[config.mk]
export PLATFORM = sky130hd
export DESIGN_NAME = tlik_isqrt_stage
export DESIGN_NICKNAME = d
export VERILOG_FILES = /design/src/design/tlik_pkg.sv /design/src/design/tlik_isqrt_stage.sv
export SDC_FILE = /design/constraint.sdc
export NUM_CORES = 1
export LEC_CHECK = 0
export ABC_AREA = 1
export BUFFER_PORTS_ARGS = -buffer_cell sky130_fd_sc_hd__buf_2
export CAP_MARGIN = 20
export CORE_MARGIN = 10
export CORE_UTILIZATION = 40
export CTS_BUF_LIST = sky130_fd_sc_hd__clkbuf_16
export DETAILED_ROUTE_END_ITERATION = 12
export GPL_TIMING_DRIVEN = 0
export PLACE_DENSITY_LB_ADDON = 0.25
export SLEW_MARGIN = 0
export SYNTH_ARGS = -nofsm -noshare
export SYNTH_HDL_FRONTEND = slang
export SYNTH_SLANG_ARGS = --single-unit
[constraint.sdc]
create_clock -name clk -period 4.24 [get_ports clk]
set_clock_uncertainty 0.05 [all_clocks]
set_input_delay 0.212 -clock clk [delete_from_list [all_inputs] [get_ports clk]]
set_output_delay 0.212 -clock clk [all_outputs]
set_load 0.02 [all_outputs]
[src/design/tlik_pkg.sv]
// Package for the two-link leg IK core: widths, status codes, CORDIC table.
// No dependencies.
package tlik_pkg;
  localparam int CordicSteps = 18;
  localparam int SqrtSteps   = 19;
  localparam int SqW         = 2 * SqrtSteps;
  localparam int RootW       = SqrtSteps;
  localparam int AngW        = 28;
  localparam int VecW        = 40;

  typedef enum logic [1:0] {
    ST_OK     = 2'd0,
    ST_REACH  = 2'd1,
    ST_ABOVE  = 2'd2,
    ST_UNUSED = 2'd3
  } status_t;

  function automatic logic signed [AngW-1:0] atan_lut(input int i);
    logic signed [AngW-1:0] r;
    case (i)
      0: r = 28'sd2949120;   1: r = 28'sd1740967;   2: r = 28'sd919879;
      3: r = 28'sd466945;    4: r = 28'sd234379;    5: r = 28'sd117304;
      6: r = 28'sd58666;     7: r = 28'sd29335;     8: r = 28'sd14668;
      9: r = 28'sd7334;     10: r = 28'sd3667;     11: r = 28'sd1833;
      12: r = 28'sd917;     13: r = 28'sd458;      14: r = 28'sd229;
      15: r = 28'sd115;     16: r = 28'sd57;       17: r = 28'sd29;
      default: r = '0;
    endcase
    return r;
  endfunction
endpackage

[src/design/tlik_isqrt_stage.sv]
// One digit step of the pipelined floor square root (radix 2, one root bit per step).
// Depends on tlik_pkg.
module tlik_isqrt_stage import tlik_pkg::*; (
  input  logic             clk,
  input  logic             en,
  input  logic [4:0]       step,
  input  logic [SqW-1:0]   rem_i,
  input  logic [RootW-1:0] root_i,
  output logic [SqW-1:0]   rem_o,
  output logic [RootW-1:0] root_o
);
  logic [SqW+1:0]   trial;
  logic [SqW+1:0]   cur;
  logic [5:0]       sh;
  logic [SqW-1:0]   rem_r;
  logic [RootW-1:0] root_r;
  logic [SqW-1:0]   rem_nxt;
  logic [RootW-1:0] root_nxt;

  assign sh = 6'(2 * (SqrtSteps - 1 - int'(step)));

  always_comb begin
    cur   = {2'b00, rem_i} >> sh;
    trial = (SqW+2)'({root_i, 2'b01});
    if (cur >= trial) begin
      rem_nxt  = rem_i - SqW'(trial << sh);
      root_nxt = {root_i[RootW-2:0], 1'b1};
    end else begin
      rem_nxt  = rem_i;
      root_nxt = {root_i[RootW-2:0], 1'b0};
    end
  end

  always_ff @(posedge clk) begin
    if (en) begin
      rem_r  <= rem_nxt;
      root_r <= root_nxt;
    end
  end

  assign rem_o  = rem_r;
  assign root_o = root_r;
endmodule

==> results.py <==
metrics = {
    "power_and_ir_drop": {
        "totalPowerFinal_uw": 3200,
        "p_int_uw": 1690,
        "seq_power_share_pct": 23.9,
        "ir_worst_vdd_uv": 207,
        "p_leak_uw": 0.00433,
        "p_sw_share_pct": 47.1,
        "switchingPower_uw": 1510,
        "power.density_nw_per_um2": 349,
        "combPwrFrac_pct": 53.8,
        "p_clk_share_pct": 22.2,
    },
    "logic_synthesis": {
        "synthFlopType": "edfxtp_1",
        "yosys.area_share.simple_pct": 36.3,
        "synth_fa_ha_area_share_pct": 9.31,
        "synthCells": 1257,
        "syn_area_sq_um": 7790,
        "synth_top_cell_area_share_pct": 22.0,
        "yosysSeqAreaShare_pct": 22.0,
        "syn_area_per_cell_sq_um": 6.20,
        "synth-edff-count": 57,
        "synth_compound_area_share_pct": 19.3,
        "synth-seq-cells": 57,
        "synth_nets": 1379,
        "synthTopCellsByCount": "nand2_1 (439), nand3_1 (119), o21ai_0 (103)",
        "synth_xor_area_share_pct": 3.50,
        "yosys.cell_types.count": 43,
        "ys_warn_count": 0,
        "synth-async-reset-ratio_pct": 0,
        "synth_top_cells_by_area": "edfxtp_1 (22%), nand2_1 (21%), ha_1 (9.3%)",
        "yosysMostFrequentCell": "nand2_1",
        "synth_top_family_by_area": "simple AND/OR/NAND/NOR gates",
        "synth.area.mux_share_pct": 1.03,
        "yosys.area.top_type": "edfxtp_1",
    },
    "global_routing": {
        "antenna_found_initial": 0,
        "grt_first_pass_wirelength_microns": 51900,
        "use_met3_pct": 6.71,
        "grt_max_degree": 32,
        "grt_pass1_vias": 8705,
        "busiest_layer": "met2",
        "met1_usage_pct": 36.2,
        "grt_usage_pct": 25.9,
        "grt.overflow.total": 0,
        "grtUsageMet2_pct": 38.8,
    },
    "place": {
        "post-place-ws_ns": -1.62,
        "place_inst": 1638,
        "hpwlAfterDp_microns": 28400,
        "gp_congestion": 1.05,
        "port_buffers": 120,
    },
    "floorplan": {
        "coreArea_sq_um": 19000,
        "die_h_microns": 160,
        "initial_core_util_pct": 41.1,
        "io_pins": 121,
        "dieArea_sq_um": 25500,
        "fp-row-count": 50,
        "die_w_microns": 160,
    },
    "route": {
        "drc_errors": 0,
        "avgViaCountPerCell": 5.72,
        "wl_microns": 34500,
        "drt_iter0_markers": 1085,
        "num_vias": 9455,
        "first_pass_iters": 6,
        "detail-route-antenna-nets": 0,
        "wire_per_inst_microns": 20.9,
    },
    "sta": {
        "worstMarginPinSlew_ns": 0.721,
        "max_freq_mhz": 243,
        "setup_violations": 0,
        "maxSlewViolCount": 0,
        "min_period_ns": 4.12,
        "max_slew_margin_pct": 51.9,
        "finalWorstSetupSlack_ns": 0.124,
        "rsz0062_at_grt": "false",
        "finalHoldViolCount": 0,
        "min_period_over_period_pct": 97.1,
    },
    "run": {
        "maxCapViolations": 0,
    },
    "setup_path": {
        "critPathSlowestCell": "ha_4",
        "critPathKind": "input pin to register",
        "crit_chain": "buf_2 -> buf_6 -> inv_2 -> buf_6 -> ha_4 -> buf_4 -> buf_4 -> nand3_1 -> o21ai_0 -> o21ai_2 -> a21oi_1 -> a211oi_2 -> ha_1 -> nand2_1 -> nor3_1 -> nand3_1 -> nor3_2 -> nand2_2 -> buf_2 -> buf_4 -> nand3_1 -> nand2_1",
        "critPathCaptureType": "register",
        "crit_fanout": 19,
        "cp_data_arrival_time_ns": 4.17,
        "critPathMaxStageDelay_ns": 0.36,
        "startpoint_type": "input pin",
        "crit_required_ns": 4.29,
    },
    "final_layout": {
        "syn_to_final_growth_pct": 17.7,
        "nNetsFinal": 1510,
        "drive_gt1_share_pct": 15.5,
        "fin_cells": 1653,
        "antennaDiodeCount": 0,
        "fin_util_pct": 48.4,
    },
    "clock_tree": {
        "cts.sinks": 57,
        "cts-buffers-inserted": 9,
        "ctsLongestPathBuffers": 2,
        "path_clk_slew_ns": 0.06,
        "cts_tree": "yes",
        "htree_levels": 3,
        "cts_root_buffer": "clkbuf_16",
    },
    "worst_hold_path": {
        "hold_class": "input pin to register",
    },
    "status": {
        "status": "finished, final reports clean",
    },
}
==> state kept, by name (all words and copies together) (netlist names) <==
signal / count
rem_o: 38
root_o: 19
==> kinds of logic (layout without fill, tap and decap cells) <==
family,Yosys count,in the layout
buffers and inverters,155,291
XOR/XNOR,29,29
adder cells (fa/ha/maj),58,58
multiplexers,8,8
AO/OA/AOI/OAI,261,261
flip-flops,57,57
AND/OR/NAND/NOR,689,689
==> stage by stage <==
step                hold WS (ns)  cell area, sq um  TNS, ns
CTS                      0.00867              9090        0
global placement           0.356              8720   -51.91
detailed placement         0.361              8740   -51.26
floorplan                  0.261              7790        0
global route              0.0156              9170        0
finish                    0.0161              9170        0
==> worst max-delay path, delay by kind of cell <==
family | cells | cell delay, ns
buffers and inverters | 8 | 1.49
AND/OR/NAND/NOR | 8 | 1.19
adder cells (fa/ha/maj) | 2 | 0.69
AO/OA/AOI/OAI | 4 | 0.55
==> layer usage <==
metal | vias up | wire length (microns)
met2 | 536 | 14600
met5 | - | 0
met1 | 4331 | 15300
met4 | 0 | 820
met3 | 53 | 3810
li1 | 4535 | -
==> power groups by stage <==
stage | Sequential [uW] | Combinational, uW | Clock (uW)
2_1_floorplan | 911 | 971 | 0
3_3_place_gp | 779 | 1630 | 0
3_5_place_dp | 779 | 1640 | 0
4_1_cts | 768 | 1660 | 723
5_1_grt | 778 | 1880 | 737
6_report | 767 | 1720 | 712
==> final timing paths <==
kind                   start         end  slack, ns  cells past startpoint
setup / recovery     step[0]   rem_o[30]       0.12                     22
hold / removal    root_i[12]  root_o[13]       0.02                      1
==> placed cells by master (no fill, tap or decap), types with 9 or more instances in the layout <==
master / instances
ha_1: 55
buf_4: 15
o22ai_1: 9
nand3_1: 119
a21o_1: 9
xnor2_1: 9
o211ai_1: 21
xor2_1: 19
nand2_1: 438
clkbuf_2: 9
clkbuf_16: 9
inv_1: 89
o21bai_1: 9
edfxtp_1: 57
buf_2: 133
nor2_1: 95
clkbuf_1: 11
a21oi_1: 60
o21ai_1: 23
o21ai_0: 85
nor3_1: 14
==> timing repair <==
item / 4_1_cts / 5_1_grt
resized for setup: 37 / 42
setup buffers: 1 / 2
endpoints found under the setup margin: 39 / 38
endpoints found under the hold margin: 1 / 0
hold buffers: 1 / 0
pin swaps: 1 / 5
==> final cells by class <==
class | instances | area [sq um]
Sequential cell | 57 | 1710
Multi-Input combinational cell | 1045 | 5510
Timing Repair Buffer | 125 | 653
Fill cell | 2018 | 9780
Inverter | 95 | 359
Clock buffer | 9 | 225
Tap cell | 260 | 325
Clock inverter | 7 | 46.3
Buffer | 55 | 343
Power figures use the tool's default switching activity.
